File: config.mk
export PLATFORM = sky130hd
export DESIGN_NAME = here_string_delimiter_scanner_flat
export DESIGN_NICKNAME = d
export VERILOG_FILES = /design/src/design/hsds_pkg.sv /design/src/design/hsds_if.sv /design/src/design/hsds_match.sv /design/src/design/here_string_delimiter_scanner.sv /design/src/flat_wrapper.sv
export VERILOG_INCLUDE_DIRS = /design/src /design/src/design
export SDC_FILE = /design/constraint.sdc
export NUM_CORES = 1
export LEC_CHECK = 0
export ABC_CLOCK_PERIOD_IN_PS = 70800
export BUFFER_PORTS_ARGS = -buffer_cell sky130_fd_sc_hd__buf_2
export CORE_ASPECT_RATIO = 1.75
export CORE_UTILIZATION = 55
export DETAILED_ROUTE_END_ITERATION = 7
export HOLD_SLACK_MARGIN = 0.06
export PLACE_DENSITY = 0.74
export SLEW_MARGIN = 0
export SYNTH_ARGS = -nofsm -noshare
export SYNTH_HDL_FRONTEND = slang
export SYNTH_SLANG_ARGS = --single-unit
File: constraint.sdc
create_clock -name i_clk -period 70.8 [get_ports i_clk]
set_input_delay 7.08 -clock i_clk [delete_from_list [all_inputs] [get_ports i_clk]]
set_output_delay 7.08 -clock i_clk [all_outputs]
set_load 0.005 [all_outputs]
File: src/design/here_string_delimiter_scanner_macros.svh
// Assertion macros for the here-string delimiter scanner.
// Expects a clock i_clk and an active-low synchronous reset i_rst_n in scope.
`ifndef HERE_STRING_DELIMITER_SCANNER_MACROS_SVH
`define HERE_STRING_DELIMITER_SCANNER_MACROS_SVH

// Same-cycle implication.
`define HSDS_ASSERT_NOW(label, ante, cons) \
    label: assert property (@(posedge i_clk) disable iff (!i_rst_n) (ante) |-> (cons)) \
        else $error("hsds assertion failed");

// Next-cycle implication.
`define HSDS_ASSERT_NEXT(label, ante, cons) \
    label: assert property (@(posedge i_clk) disable iff (!i_rst_n) (ante) |=> (cons)) \
        else $error("hsds assertion failed");

`endif

File: src/design/hsds_pkg.sv
// Shared types, constants and helpers for the here-string delimiter scanner.
// No dependencies.
`default_nettype none

package hsds_pkg;

    localparam int CHAR_W       = 21;
    localparam int COUNT_W      = 16;
    localparam int STATUS_W     = 3;
    localparam int MAX_TERM_DEF = 32;
    localparam int PREFIX_LEN   = 7;
    localparam int POS_W        = 3;

    localparam logic [COUNT_W-1:0] COUNT_MAX = '1;

    typedef enum logic [2:0] {
        PH_IDLE,
        PH_LEAD,
        PH_PREFIX,
        PH_NEEDWS,
        PH_GAP,
        PH_TERM,
        PH_BODY
    } t_phase;

    typedef enum logic [STATUS_W-1:0] {
        ST_IDLE,
        ST_PENDING,
        ST_DONE,
        ST_MISMATCH,
        ST_EARLY,
        ST_LONG
    } t_status;

    // controls from the sequencer to the terminator/window unit
    typedef struct packed {
        logic term_clr;   // drop the stored terminator
        logic term_push;  // shift current char into the terminator
        logic win_start;  // restart window fill with current char
        logic win_push;   // shift current char into the window
    } t_match_ctl;

    typedef struct packed {
        logic term_full;  // terminator already at its maximum length
        logic hit;        // window incl. current char equals terminator
    } t_match_sts;

    function automatic logic is_space(input logic [CHAR_W-1:0] c);
        is_space = c inside {21'd32, 21'd9, 21'd13, 21'd10};
    endfunction

    // characters of "#string"
    function automatic logic [CHAR_W-1:0] prefix_char(input logic [POS_W-1:0] pos);
        case (pos)
            3'd0:    prefix_char = 21'd35;   // #
            3'd1:    prefix_char = 21'd115;  // s
            3'd2:    prefix_char = 21'd116;  // t
            3'd3:    prefix_char = 21'd114;  // r
            3'd4:    prefix_char = 21'd105;  // i
            3'd5:    prefix_char = 21'd110;  // n
            3'd6:    prefix_char = 21'd103;  // g
            default: prefix_char = '0;
        endcase
    endfunction

endpackage

`default_nettype wire

File: src/design/hsds_if.sv
// Valid/ready channel interfaces for scanner input words and result words.
// Depends on hsds_pkg.
`default_nettype none

interface hsds_in_if import hsds_pkg::*; ();
    logic              valid;
    logic              ready;
    logic              start_req;
    logic [CHAR_W-1:0] char_code;
    logic              end_of_input;

    modport source (output valid, start_req, char_code, end_of_input, input ready);
    modport sink   (input valid, start_req, char_code, end_of_input, output ready);
endinterface

interface hsds_out_if import hsds_pkg::*; ();
    logic                valid;
    logic                ready;
    logic [STATUS_W-1:0] status;
    logic [COUNT_W-1:0]  consumed_count;

    modport source (output valid, status, consumed_count, input ready);
    modport sink   (input valid, status, consumed_count, output ready);
endinterface

`default_nettype wire

File: src/design/hsds_match.sv
// Terminator store and recent-character window with a parallel lane compare.
// Depends on hsds_pkg.
`default_nettype none

module hsds_match import hsds_pkg::*; #(
    parameter int MAX_TERM = MAX_TERM_DEF
) (
    input  wire logic              i_clk,
    input  wire logic              i_rst_n,
    input  wire logic [CHAR_W-1:0] i_char,
    input  wire t_match_ctl        i_ctl,
    output t_match_sts             o_sts
);

    localparam int LEN_W = $clog2(MAX_TERM + 1);

    // both stores shift newest-first, so lane j pairs directly
    logic [CHAR_W-1:0] r_term [MAX_TERM];
    logic [CHAR_W-1:0] r_win  [MAX_TERM];
    logic [CHAR_W-1:0] win_next [MAX_TERM];
    logic [CHAR_W-1:0] term_next [MAX_TERM];
    logic [LEN_W-1:0]  r_term_len, n_term_len;
    logic [LEN_W-1:0]  r_fill, n_fill;
    logic [MAX_TERM-1:0] lane_ok;
    logic              fill_ok;

    always_comb begin
        win_next[0]  = i_char;
        term_next[0] = i_char;
        for (int j = 1; j < MAX_TERM; j++) begin
            win_next[j]  = r_win[j-1];
            term_next[j] = r_term[j-1];
        end
        for (int j = 0; j < MAX_TERM; j++) begin
            lane_ok[j] = (LEN_W'(j) >= r_term_len) || (win_next[j] == r_term[j]);
        end
    end

    assign fill_ok = ({1'b0, r_fill} + (LEN_W+1)'(1)) >= {1'b0, r_term_len};

    assign o_sts.hit       = (&lane_ok) && fill_ok && (r_term_len != '0);
    assign o_sts.term_full = (r_term_len == LEN_W'(MAX_TERM));

    always_comb begin
        n_term_len = i_ctl.term_clr ? '0 : r_term_len;
        if (i_ctl.term_push) begin
            n_term_len = n_term_len + LEN_W'(1);
        end
        n_fill = r_fill;
        if (i_ctl.win_start) begin
            n_fill = LEN_W'(1);
        end else if (i_ctl.win_push && r_fill != LEN_W'(MAX_TERM)) begin
            n_fill = r_fill + LEN_W'(1);
        end
    end

    always_ff @(posedge i_clk) begin
        if (!i_rst_n) begin
            r_term_len <= '0;
            r_fill     <= '0;
        end else begin
            r_term_len <= n_term_len;
            r_fill     <= n_fill;
        end
    end

    always_ff @(posedge i_clk) begin
        if (i_ctl.term_push) begin
            r_term <= term_next;
        end
        if (i_ctl.win_push) begin
            r_win <= win_next;
        end
    end

endmodule

`default_nettype wire

File: src/design/here_string_delimiter_scanner.sv
// Here-string delimiter scanner top level: sequencer and result register.
// Depends on hsds_pkg, hsds_if, hsds_match and the assertion macro header.
//
//   channel   dir  handshake      payload
//   i_item    in   valid / ready  start_req, char_code[20:0], end_of_input
//   o_result  out  valid / ready  status[2:0], consumed_count[15:0]
//
// One word in, one word out. A word is taken every cycle while i_item.ready
// is high; its result lands in the output register at the edge that takes it.
// The terminator compare runs combinationally across all MAX_TERM lanes.
// i_item.ready is high when the output register is empty or being drained,
// so a stall on o_result backs up into the input after one held result.
// Synchronous reset returns the scanner to idle with an empty output.
`default_nettype none

`include "here_string_delimiter_scanner_macros.svh"

module here_string_delimiter_scanner import hsds_pkg::*; #(
    parameter int MAX_TERM = MAX_TERM_DEF
) (
    input  wire logic     i_clk,
    input  wire logic     i_rst_n,
    hsds_in_if.sink       i_item,
    hsds_out_if.source    o_result
);

    // scan state
    t_phase             r_phase, n_phase;
    logic [POS_W-1:0]   r_pos, n_pos;
    logic [COUNT_W-1:0] r_cnt, n_cnt;

    // output register
    logic               r_valid;
    t_status            r_status, n_status;
    logic [COUNT_W-1:0] r_count, n_count;

    logic               in_acc;
    t_match_ctl         ctl;
    t_match_sts         sts;

    // working copies after a start word has reset the scan
    t_phase             eff_ph;
    logic [POS_W-1:0]   eff_pos;
    logic [COUNT_W-1:0] eff_cnt;
    logic               sp;

    assign i_item.ready = !r_valid || o_result.ready;
    assign in_acc       = i_item.valid && i_item.ready;
    assign sp           = is_space(i_item.char_code);

    hsds_match #(
        .MAX_TERM (MAX_TERM)
    ) u_match (
        .i_clk   (i_clk),
        .i_rst_n (i_rst_n),
        .i_char  (i_item.char_code),
        .i_ctl   (ctl),
        .o_sts   (sts)
    );

    always_comb begin
        eff_ph  = i_item.start_req ? PH_LEAD : r_phase;
        eff_pos = i_item.start_req ? '0 : r_pos;
        eff_cnt = i_item.start_req ? '0 : r_cnt;

        n_phase  = eff_ph;
        n_pos    = eff_pos;
        n_cnt    = eff_cnt;
        n_status = ST_PENDING;
        n_count  = '0;
        ctl      = '0;
        ctl.term_clr = i_item.start_req;

        if (eff_ph == PH_IDLE) begin
            // nothing running: idle result, state untouched
            n_status = ST_IDLE;
        end else if (i_item.end_of_input) begin
            // end marker is not counted
            n_status = ST_EARLY;
            n_count  = eff_cnt;
        end else begin
            n_cnt   = (eff_cnt == COUNT_MAX) ? eff_cnt : eff_cnt + COUNT_W'(1);
            n_count = n_cnt;

            // first non-blank after leading whitespace starts the prefix
            if (eff_ph == PH_LEAD && !sp) begin
                n_phase = PH_PREFIX;
                n_pos   = '0;
            end

            case (n_phase)
                PH_LEAD: begin
                end
                PH_PREFIX: begin
                    if (i_item.char_code == prefix_char(n_pos)) begin
                        if (n_pos == POS_W'(PREFIX_LEN - 1)) begin
                            n_phase = PH_NEEDWS;
                        end
                        n_pos = n_pos + POS_W'(1);
                    end else begin
                        n_status = ST_MISMATCH;
                    end
                end
                PH_NEEDWS: begin
                    if (sp) begin
                        n_phase = PH_GAP;
                    end else begin
                        n_status = ST_MISMATCH;
                    end
                end
                PH_GAP: begin
                    if (!sp) begin
                        ctl.term_push = 1'b1;
                        n_phase       = PH_TERM;
                    end
                end
                PH_TERM: begin
                    if (sp) begin
                        // the ending blank is the first body char
                        ctl.win_start = 1'b1;
                        ctl.win_push  = 1'b1;
                        n_phase       = PH_BODY;
                    end else if (sts.term_full) begin
                        n_status = ST_LONG;
                    end else begin
                        ctl.term_push = 1'b1;
                    end
                end
                PH_BODY: begin
                    ctl.win_push = 1'b1;
                    if (sts.hit) begin
                        n_status = ST_DONE;
                    end
                end
                default: begin
                    n_status = ST_MISMATCH;
                end
            endcase
        end

        // any final status ends the scan
        if (n_status != ST_PENDING) begin
            n_phase = PH_IDLE;
        end

        if (!in_acc) begin
            ctl = '0;
        end
    end

    always_ff @(posedge i_clk) begin
        if (!i_rst_n) begin
            r_phase <= PH_IDLE;
            r_pos   <= '0;
            r_cnt   <= '0;
            r_valid <= 1'b0;
        end else begin
            if (in_acc) begin
                r_phase <= n_phase;
                r_pos   <= n_pos;
                r_cnt   <= n_cnt;
                r_valid <= 1'b1;
            end else if (o_result.ready) begin
                r_valid <= 1'b0;
            end
        end
    end

    always_ff @(posedge i_clk) begin
        if (in_acc) begin
            r_status <= n_status;
            r_count  <= n_count;
        end
    end

    assign o_result.valid          = r_valid;
    assign o_result.status         = r_status;
    assign o_result.consumed_count = r_count;

    // idle results never carry a count
    `HSDS_ASSERT_NOW(a_idle_count_zero,
        r_valid && r_status == ST_IDLE, r_count == '0)
    // a final status always leaves the scanner idle
    `HSDS_ASSERT_NEXT(a_final_goes_idle,
        in_acc && n_status != ST_PENDING, r_phase == PH_IDLE)
    // a completed token only comes out of the body phase
    `HSDS_ASSERT_NOW(a_done_from_body,
        in_acc && n_status == ST_DONE, r_phase == PH_BODY && !i_item.start_req)
    // pending scans never sit in the idle phase
    `HSDS_ASSERT_NEXT(a_pending_active,
        in_acc && n_status == ST_PENDING, r_phase != PH_IDLE)

endmodule

`default_nettype wire
File: src/flat_wrapper.sv
// flat-port wrapper written by rule: the top's interface ports become plain ports
module here_string_delimiter_scanner_flat import hsds_pkg::*;
#(
    parameter int MAX_TERM = MAX_TERM_DEF
)
  (i_clk, i_rst_n, i_item_valid, i_item_start_req, i_item_char_code, i_item_end_of_input, i_item_ready, o_result_valid, o_result_status, o_result_consumed_count, o_result_ready);
  hsds_in_if i_item_i ();
  hsds_out_if o_result_i ();
  input  wire logic i_clk;
  input  wire logic i_rst_n;
  input wire logic [$bits(i_item_i.valid)-1:0] i_item_valid;
  input wire logic [$bits(i_item_i.start_req)-1:0] i_item_start_req;
  input wire logic [$bits(i_item_i.char_code)-1:0] i_item_char_code;
  input wire logic [$bits(i_item_i.end_of_input)-1:0] i_item_end_of_input;
  output wire logic [$bits(i_item_i.ready)-1:0] i_item_ready;
  output wire logic [$bits(o_result_i.valid)-1:0] o_result_valid;
  output wire logic [$bits(o_result_i.status)-1:0] o_result_status;
  output wire logic [$bits(o_result_i.consumed_count)-1:0] o_result_consumed_count;
  input wire logic [$bits(o_result_i.ready)-1:0] o_result_ready;
  assign i_item_i.valid = i_item_valid;
  assign i_item_i.start_req = i_item_start_req;
  assign i_item_i.char_code = i_item_char_code;
  assign i_item_i.end_of_input = i_item_end_of_input;
  assign i_item_ready = i_item_i.ready;
  assign o_result_valid = o_result_i.valid;
  assign o_result_status = o_result_i.status;
  assign o_result_consumed_count = o_result_i.consumed_count;
  assign o_result_i.ready = o_result_ready;
  here_string_delimiter_scanner #(.MAX_TERM(MAX_TERM)) u_core (.i_clk(i_clk), .i_rst_n(i_rst_n), .i_item(i_item_i), .o_result(o_result_i));
endmodule
* After elaboration in Yosys (flattened, before gate mapping) *
Cells that the tools add are included.

operators by class
  bitwise logic cells = 1
  reductions and logical operators = 49
  equality and inequality tests = 54
  multiply operators = 0
  divide/modulo/power cells = 0
  shift-type cells = 0
  add/subtract/negate cells = 5
  multiplexer cells = 53
  $lt $le $gt $ge = 33

operator list
  operator                                                                             count
  21-bit == test                                                                       33
  5-bit by 6-bit greater-or-equal comparator with 1-bit output (first input constant)  16
  3-bit two-way mux                                                                    26
  16-bit two-way mux                                                                   4
  21-bit by 4-bit == test with 1-bit output (second input constant)                    3
  21-bit two-way mux                                                                   3
  7-bit one-hot mux with 7 select lines                                                1
  4-bit by 6-bit greater-or-equal comparator with 1-bit output (first input constant)  8
  1-bit logical OR                                                                     33
  32-bit AND reduction                                                                 1
  3-bit by 6-bit greater-or-equal comparator with 1-bit output (first input constant)  4
  21-bit by 6-bit == test with 1-bit output (second input constant)                    1
  3-bit == test (second input constant)                                                6
  16-bit by 1-bit adder with 16-bit output (second input constant)                     1
  16-bit == test (second input constant)                                               1
  3-bit one-hot mux with 5 select lines                                                1
  6-bit by 1-bit adder with 6-bit output (second input constant)                       2
  3-bit by 2-bit == test with 1-bit output (second input constant)                     4
  1-bit by 6-bit greater-or-equal comparator with 1-bit output (first input constant)  2
  2-bit by 6-bit greater-or-equal comparator with 1-bit output (first input constant)  2
  6-bit two-way mux                                                                    2
  3-bit one-hot mux with 4 select lines                                                1
  3-bit by 1-bit == test with 1-bit output (second input constant)                     3
  1-bit two-way mux                                                                    8
  17 further kinds                                                                     29

word-level totals
  RAM bits = 0
  word-level logic and storage cells = 267
  bits in latches = 0
  input bits = 27
  ROM bits = 0
  flip-flop bits (word level) = 1377
  memories kept = 0
  output and inout bits = 21

* Depth between registers and ports, before layout *
Gate-level depths: netlist of run 1.

  depth in word-level cells = 19
  mapped depth = 20
  depth with buffers taken out = 18

* Hierarchy *
A second synthesis of run 1 with hierarchy kept.

unflattened totals
  cell total of the unflattened synthesis = 2740
  area total of the unflattened synthesis = 51105.3 µm²

modules (own cells, without submodules)
  module                         area an instance (µm²)  seq. area each (µm²)  cells an instance  instances
  hsds_match                     48169.9                 39968.3               2387               1
  here_string_delimiter_scanner  2935.3                  1031.0                353                1

* Least setup slack after synthesis of run 1 *
OpenSTA, ideal clock, no wires.

  path type = input to register
  start = input port i_item_char_code[7]
  end = register u_core.u_match.r_fill[3]
  stages on the path = 8
  setup time = 0.072 ns
  arrival = 59.718 ns
  required time = 70.728 ns
  path buffers = 0
  slack = 11.009 ns
  path through = or4_4 -> nor4_4 -> o211ai_1 -> o21a_1 -> nor3_1 -> nand2_1 -> or3_1 -> a21oi_1

RTL lines
  element               RTL line            source
  start, declared       flat_wrapper.sv:13  input wire logic [$bits(i_item_i.char_code)-1:0] i_item_char_code;
  end signal, assigned  hsds_match.sv:63    r_fill <= n_fill;
  end, declared         hsds_match.sv:23    logic [LEN_W-1:0] r_fill, n_fill;

* Final worst setup path of run 1 *
  start = input port o_result_ready
  end = output port i_item_ready

on the way
  longest elaborated chain between the ends = 1

ends and longest elaborated chain
  element           RTL line                             source
  start, declared   flat_wrapper.sv:19                   input wire logic [$bits(o_result_i.ready)-1:0] o_result_ready;
  1-bit logical OR  here_string_delimiter_scanner.sv:47  assign i_item.ready = !r_valid || o_result.ready;
  end, declared     flat_wrapper.sv:15                   output wire logic [$bits(i_item_i.ready)-1:0] i_item_ready;

No other way between the ends.

==> results.json, run 1 <==
{
  "maxSlewViolCount": 0,
  "die_w_um": 231.9,
  "syn_to_final_growth_pct": 10.75,
  "yosysMostFrequentCell": "edfxtp_1",
  "antenna_left": 0,
  "cts.sink_count": 1377,
  "synth_cell_types": 66,
  "h-tree-depth": 3,
  "hp-start": "u_core.u_match.r_win[299]",
  "rr_worst_depth": 12,
  "worst_pin_slew_ns": 1.187,
  "cts_tree": "built",
  "finalSetupViolCount": 0,
  "cp.required_ns": 63.72,
  "hp-class": "reg -> reg",
  "slew_headroom": 0.2011,
  "peakVddDrop_uv": 25.12,
  "r2r-start": "u_core.o_result.valid",
  "vias": 23735,
  "hold_ws_ns": 0.4422,
  "coreArea_um2": 91600,
  "maxCapViolCount": 0,
  "synth.largest_area_cell": "edfxtp_1",
  "synth_seq_area_share": 0.8062,
  "clk_pin_slew_ns": 0.07,
  "antenna_found_initial": 1,
  "cts_buffer_depth": 3,
  "synth_area_leaders": "edfxtp_1 (79%), xnor2_1 (7.9%), xor2_1 (4.2%), dfxtp_1 (1.4%), nand4_1 (1.3%)",
  "hold_depth": 0,
  "place_congestion": 0.8603,
  "synth_area_per_cell_um2": 18.77,
  "drtPass1Iterations": 7,
  "cts_made_buffers": 111,
  "viasPerCell": 5.715,
  "ios": 48,
  "rsz0062_at_grt": "no",
  "topRoutingLayerUsed": "met5",
  "die_h_um": 404.3,
  "finalInstanceArea_um2": 56320,
  "portBuffers": 47,
  "period_share": 0.2056,
  "synth_nets": 2752,
  "ys_warn_count": 0,
  "grt_pass1_wl_mm": 158.2,
  "synth_area_um2": 50850,
  "r2r_end": "u_core.u_match.r_term[275]",
  "drcViolationCount": 0,
  "wl_met2_mm": 66.94,
  "insertedDiodeCount": 0,
  "critical_path_peak_fanout": 3,
  "synthTopCellsByCount": "edfxtp_1 (1342), xnor2_1 (458), xor2_1 (243), nand4_1 (108), nor4_1 (79)",
  "synth_top_area_frac": 0.7924,
  "cts-resized-gates": 0,
  "drt_iter0_markers": 1740,
  "path_class": "in -> out",
  "wl_per_cell_um": 26.50,
  "totalWireLength_mm": 110.1,
  "grt_max_degree": 181,
  "cts_hold_buffers": 0,
  "clock_latency_ns": 0.74,
  "synth_ff_type": "edfxtp_1",
  "status": "finished, final reports clean",
  "drive_above_1_share": 0.08713,
  "hold_end": "u_core.u_match.r_win[278]",
  "leakagePower_uw": 0.01737,
  "finClkSkew_ns": 0.04493,
  "clock-root-buffer": "clkbuf_16",
  "wl_met1_mm": 31.74,
  "dieArea_um2": 93730,
  "power_density_nw_per_um2": 26.70,
  "synth_seq_cells": 1377,
  "dp_hpwl_mm": 78.95,
  "p_total_uw": 1504,
  "finalSetupTns_ns": 0,
  "start_util": 0.5552,
  "endpoint_kind": "primary output",
  "rrSetupSlack_ns": 64.75,
  "met3WireLength_mm": 3.539,
  "finalNetCount": 2909,
  "grt_remaining_overflow": 0,
  "clock.fmax_ghz": 0.06870,
  "grt_pass1_vias": 25181,
  "crit_arrival_ns": 7.48,
  "netlist_instances": 2710,
  "async_flop_share": 0,
  "min_period_ns": 14.56,
  "track_usage": 0.2382,
  "critPathLaunchType": "primary input",
  "post-cts-setup-buffer-count": 0,
  "synth_edf_count": 1342,
  "rows": 147,
  "place_area_um2": 52680,
  "startpoint": "o_result_ready",
  "hold_viol_final": 0
}
## stage by stage
step | setup WS [ns] | instances | utilization
after detailed placement | 56.25 | 3946 | 0.5751
after floorplan | 11.01 | 2710 | -
final | 56.24 | 4153 | 0.6149
after global routing | 56.22 | 4153 | 0.6149
after global placement | 56.21 | 3946 | 0.5751
after CTS | 56.25 | 4153 | 0.6149
## layout by cell type (no fill, tap or decap), types with 8 or more instances in the layout
cell	n
clkinv_1	26
a21oi_1	24
nand2_1	57
bufinv_16	10
inv_1	18
clkinv_2	34
nor2_1	72
ha_1	15
xor2_1	243
nor3_1	17
edfxtp_1	1342
o21ai_0	23
a31oi_1	11
clkbuf_16	113
a22oi_1	14
buf_2	47
nand4_1	108
buf_4	18
dfxtp_1	35
clkbuf_1	8
nor4_1	79
nor2b_1	8
nand3_1	50
xnor2_1	458
## state kept, by name (all words and copies together) (netlist names), 3 cells and up
register	cells
u_core.o_result.consumed_count	16
u_core.o_result.status	3
u_core.r_cnt	16
u_core.r_phase	3
u_core.r_pos	3
u_core.u_match.r_fill	6
u_core.u_match.r_term	672
u_core.u_match.r_term_len	6
u_core.u_match.r_win	651
## per-layer routing
| metal | GRT usage | up-vias |
|---|---|---|
| li1 | - | 10642 |
| met1 | 0.2033 | 12235 |
| met2 | 0.4869 | 623 |
| met3 | 0.03262 | 233 |
| met4 | 0.1585 | 2 |
| met5 | 0 | - |
## worst max-delay path, cell delays in order
cell	delay (ns)
buf_2	0.09
nand2b_1	0.16
buf_2	0.14
## power breakdown
part           total, µW  internal, µW  switching [µW]
clock                616           331             285
combinational       7.09          2.24            4.85
sequential           881           881           0.240
## cells by family (layout without fill, tap and decap cells)
family,Yosys count,after routing,synth area share
muxes,9,9,0.001821
AOI/OAI and AO/OA,128,128,0.01710
adders and majority gates,15,15,0.003691
buffers and inverters,42,293,0.003149
DFF,1377,1377,0.8062
and+or+nand+nor,438,438,0.04729
xor gates and xnor gates,701,701,0.1207
## final cells by class
cell class / count / area (µm²)
sequential: 1377 / 41000
fill: 6259 / 35270
multi-input combinational: 1291 / 9707
clock buffer: 121 / 2858
tap: 1192 / 1491
clock inverter: 86 / 785.8
timing repair buffer: 67 / 410.4
inverter: 19 / 71.32
## worst max path at each step
stage	to	slack [ns]	depth (start not counted)
final	i_item_ready	56.24	3
after global routing	i_item_ready	56.22	3
after CTS	i_item_ready	56.25	3
after detailed placement	i_item_ready	56.25	3
after global placement	i_item_ready	56.21	3
after floorplan	u_core.u_match.r_fill[3]	11.01	8
Power figures use the tool's default switching activity.
==> run 2: changes to the inputs <==
- ABC_CLOCK_PERIOD_IN_PS: 70800 -> 12000
- PLACE_DENSITY: 0.74 -> 0.77
- clock period: 70.8 -> 12 ns (I/O delays scaled with it)
==> results.json, run 2 (synthesis gave the netlist of run 1 again) <==
{
  "status": "finished, final reports clean",
  "clock_latency_ns": 0.73,
  "cts-resized-gates": 0,
  "cts_buffer_depth": 3,
  "rsz0062_at_grt": "no",
  "seqCellArea_um2": 41000,
  "finalSetupViolCount": 0,
  "drcViolationCount": 0,
  "post-cts-setup-buffer-count": 0,
  "finalNetCount": 2904,
  "drtPass1Iterations": 5,
  "clock.fmax_ghz": 0.1869,
  "p_total_uw": 8732,
  "start_util": 0.5552,
  "rows": 147,
  "insertedDiodeCount": 0,
  "antenna_found_initial": 1,
  "wl_per_cell_um": 26.17,
  "leakagePower_uw": 0.01725,
  "track_usage": 0.2352,
  "cts_made_buffers": 110,
  "grt_pass1_vias": 25081,
  "grt_remaining_overflow": 0,
  "slew_headroom": 0.1906,
  "antenna_left": 0,
  "cts.sink_count": 1377,
  "ios": 48,
  "drt_iter0_markers": 1941,
  "critical_path_peak_fanout": 176,
  "cts_tree": "built",
  "hold_viol_final": 0,
  "die_h_um": 404.3,
  "portBuffers": 47,
  "clock-root-buffer": "clkbuf_16",
  "worst_slack_ns": 6.649,
  "endpoint_kind": "flip-flop",
  "hold_ws_ns": 0.4625,
  "regMostFlops": "u_core.u_match.r_term",
  "finalSetupTns_ns": 0,
  "stdcell_count": 4140,
  "final_common_cell": "edfxtp_1",
  "grt_pass1_wl_mm": 156.7,
  "crit_arrival_ns": 5.68,
  "path_class": "in -> reg",
  "period_share": 0.4459,
  "final_cell_mix": "edfxtp_1 (1342), xnor2_1 (458), xor2_1 (243)",
  "dp_hpwl_mm": 77.64,
  "fillCellCount": 6244,
  "top_regs": "u_core.u_match.r_term (672), u_core.u_match.r_win (651)",
  "maxCapViolCount": 0,
  "dp_slack_ns": 6.068,
  "dieArea_um2": 93730,
  "place_congestion": 0.8881,
  "totalWireLength_mm": 108.3,
  "viasPerCell": 5.705,
  "worst_pin_slew_ns": 1.205,
  "largest_reg_flops": 672,
  "clk_pin_slew_ns": 0.07,
  "cp.required_ns": 12.33,
  "die_w_um": 231.9,
  "finClkSkew_ns": 0.04323,
  "dpl.cell_count": 3942,
  "drive_above_1_share": 0.08005,
  "cts_hold_buffers": 0,
  "multiInputGateArea_um2": 9719,
  "min_period_ns": 5.351,
  "power_density_nw_per_um2": 155.5,
  "critPathLaunchType": "primary input",
  "syn_to_final_growth_pct": 10.43,
  "h-tree-depth": 3,
  "hp-class": "reg -> reg",
  "maxSlewViolCount": 0,
  "peakVddDrop_uv": 155.0,
  "grt_max_degree": 180,
  "vias": 23620,
  "coreArea_um2": 91600
}
==> run 2: cell types whose count changed in the layout (fill, tap and decap cells not counted), moves of 2 or more <==
cell | before | now
clkinv_2 | 34 | 17
clkbuf_1 | 8 | 20
buf_4 | 18 | 9
buf_12 | 2 | 6
bufinv_16 | 10 | 6
clkinv_16 | 3 | 1
clkinv_8 | 0 | 2
==> run 2: through the flow <==
stage	util	instance area [µm²]
after detailed placement	0.5755	52710
after CTS	0.6131	56160
final	0.6131	56160
after floorplan	-	50880
after global routing	0.6131	56160
after global placement	0.5754	52700
==> run 2: area by class of cell <==
| cell class | instances | share of cell area |
|---|---|---|
| multi-input combinational | 1291 | 0.1731 |
| timing repair buffer | 63 | 0.007620 |
| clock buffer | 132 | 0.05124 |
| sequential | 1377 | 0.7301 |
| inverter | 19 | 0.001270 |
| clock inverter | 66 | 0.01016 |
| tap | 1192 | 0.02656 |
==> run 2: worst max-delay path: stages <==
cell      delay, ns
buf_2          0.13
nor4_1         0.70
nor3b_2        0.39
o211ai_1       0.24
o21a_1         0.27
nor3_4         0.89
buf_12         0.70
buf_12         0.73
==> run 2: path summary, 6_finish.rpt <==
kind,from,end,slack [ns],cells past startpoint
worst min register to register,u_core.u_match.r_term[405],u_core.u_match.r_term[384],0.46,0
worst max-delay path,i_item_char_code[12],u_core.u_match.r_win[556],6.65,8
worst min-delay path,u_core.u_match.r_term[405],u_core.u_match.r_term[384],0.46,0
worst max register to register,u_core.r_phase[1],u_core.u_match.r_win[556],7.25,7
==> run 2: where the power goes <==
group          internal [µW]  switching (µW)  leakage (µW)
Sequential              5200            1.62        0.0124
Clock                   1850            1640       0.00168
Combinational           13.3            28.9       0.00321
==> run 2: metal layers <==
metal | vias up | share of wire | track usage
li1 | 10619 | - | -
met1 | 12130 | 0.29 | 0.2040
met2 | 624 | 0.61 | 0.4835
met3 | 247 | 0.032 | 0.02945
met4 | 0 | 0.065 | 0.1482
met5 | - | 0 | 0
==> run 3: changes to the inputs <==
- ABC_CLOCK_PERIOD_IN_PS: 12000 -> 5100
- PLACE_DENSITY: 0.77 -> 0.74
- clock period: 12 -> 5.1 ns (I/O delays scaled with it)
==> results.json, run 3 (synthesis gave the netlist of run 1 again) <==
{
  "grt_max_degree": 100,
  "dieArea_um2": 93730,
  "clock_latency_ns": 0.74,
  "cp.required_ns": 5.73,
  "hold_viol_final": 0,
  "start_util": 0.5552,
  "grt_remaining_overflow": 0,
  "cts_made_buffers": 111,
  "h-tree-depth": 3,
  "maxSlewViolCount": 0,
  "wl_per_cell_um": 25.99,
  "power_density_nw_per_um2": 366.9,
  "finalSetupTns_ns": 0,
  "finalSetupViolCount": 0,
  "slew_headroom": 0.2564,
  "grt_pass1_wl_mm": 158.8,
  "vias": 23970,
  "totalWireLength_mm": 109.2,
  "coreArea_um2": 91600,
  "regMostFlops": "u_core.u_match.r_term",
  "drtPass1Iterations": 7,
  "finalInstanceArea_um2": 57060,
  "final_common_cell": "edfxtp_1",
  "cts_buffer_depth": 3,
  "cts.sink_count": 1377,
  "hold_depth": 1,
  "rsz0062_at_grt": "no",
  "die_h_um": 404.3,
  "hp-class": "in -> reg",
  "critPathLaunchType": "primary input",
  "place_congestion": 0.8674,
  "critical_path_peak_fanout": 6,
  "finClkSkew_ns": 0.05267,
  "portBuffers": 47,
  "maxCapViolCount": 0,
  "ios": 48,
  "cts-resized-gates": 0,
  "finalNetCount": 2959,
  "leakagePower_uw": 0.01767,
  "clock.fmax_ghz": 0.2151,
  "hold_end": "u_core.u_match.r_term[652]",
  "path_class": "in -> reg",
  "track_usage": 0.2377,
  "crit_arrival_ns": 5.28,
  "rrSetupSlack_ns": 0.86,
  "place_area_um2": 53200,
  "die_w_um": 231.9,
  "r2r_end": "u_core.r_pos[2]",
  "period_share": 0.9116,
  "largest_reg_flops": 672,
  "peakVddDrop_uv": 295.7,
  "clk_pin_slew_ns": 0.07,
  "cts_tree": "built",
  "antenna_left": 0,
  "drt_iter0_markers": 1947,
  "r2r-start": "u_core.r_phase[0]",
  "endpoint_kind": "flip-flop",
  "top_regs": "u_core.u_match.r_term (672), u_core.u_match.r_win (651)",
  "dp_hpwl_mm": 78.15,
  "drive_above_1_share": 0.09794,
  "grt_pass1_vias": 25189,
  "clock-root-buffer": "clkbuf_16",
  "rows": 147,
  "antenna_found_initial": 1,
  "insertedDiodeCount": 0,
  "worst_pin_slew_ns": 1.105,
  "drcViolationCount": 0,
  "final_cell_mix": "edfxtp_1 (1342), xnor2_1 (458), xor2_1 (243)",
  "hp-start": "i_item_char_code[1]",
  "rr_worst_depth": 17,
  "min_period_ns": 4.649,
  "status": "finished, final reports clean",
  "viasPerCell": 5.702,
  "syn_to_final_growth_pct": 12.20
}
-- run 3: changes by cell type in the layout (fill, tap and decap cells not counted), sizes merged --
cell,change
clkinvlp,+6
clkinv,+10
bufinv,+5
inv,-2
clkbuf,-9
buf,+34
dlygate4sd3,+20
-- run 3: worst max path at each step --
stage,start,to,slack [ns],cells after the start
global route,i_item_char_code[12],u_core.r_pos[2],0.16,21
finish,i_item_char_code[12],u_core.r_pos[2],0.45,21
CTS,i_item_char_code[12],u_core.r_pos[2],0.58,21
floorplan,i_item_char_code[7],u_core.u_match.r_fill[3],-14.51,8
detailed placement,i_item_char_code[12],u_core.r_pos[2],0.44,20
global placement,i_item_char_code[7],u_core.r_pos[0],0.58,19
-- run 3: power breakdown --
part           leakage [µW]  switching [µW]  total [µW]  internal [µW]
sequential           0.0124            3.98       12200          12200
clock               0.00178            3970        8590           4620
combinational       0.00353            74.2         117           43.0
total                0.0177            4040       20900          16900
-- run 3: repair_timing --
action	4_1_cts	5_1_grt
hold buffers	20	0
endpoints found under the hold margin	37	0
buffers inserted	0	0
-- run 3: final cells by class --
cell class              instances  area [µm²]
clock buffers                 123        2844
clock inverters                85       815.8
fillers                      6197       34540
inverters                      19       78.83
multi-input cells            1291        9782
flip-flops and latches       1377       41000
well taps                    1192        1491
repair buffers                117        1049
-- run 3: critical path: stages --
cell and delay, ns:
dlygate4sd3_1 0.53, buf_2 0.15, nor4_1 0.54, buf_4 0.22
nor3b_2 0.27, o211a_1 0.25, nor2_1 0.12, nor2_1 0.22
nand2_1 0.13, inv_1 0.12, ha_1 0.16, ha_1 0.20
or3_1 0.15, nor2_1 0.06, o21ai_0 0.19, nand4_1 0.16
a21oi_2 0.15, nand4_1 0.13, or3b_1 0.50, or3_1 0.35
a31oi_1 0.16
-- run 3: metal layers --
| layer | share of wire | vias to the layer above | GRT usage |
|---|---|---|---|
| li1 | - | 10739 | - |
| met1 | 0.31 | 12361 | 0.2213 |
| met2 | 0.61 | 660 | 0.4917 |
| met3 | 0.033 | 210 | 0.02713 |
| met4 | 0.047 | 0 | 0.1127 |
| met5 | 0 | - | 0 |
-- run 3: stage by stage --
stage	setup slack, ns	util	hold WS, ns	power, µW	instances
floorplan	-14.51	-	0.4473	12530	2710
global placement	0.5795	0.5808	0.4485	12580	3976
detailed placement	0.4354	0.5808	0.4538	12580	3976
CTS	0.5779	0.6230	0.06197	21060	4204
global route	0.1577	0.6230	0.1081	21440	4204
finish	0.4509	0.6230	0.09850	20930	4204
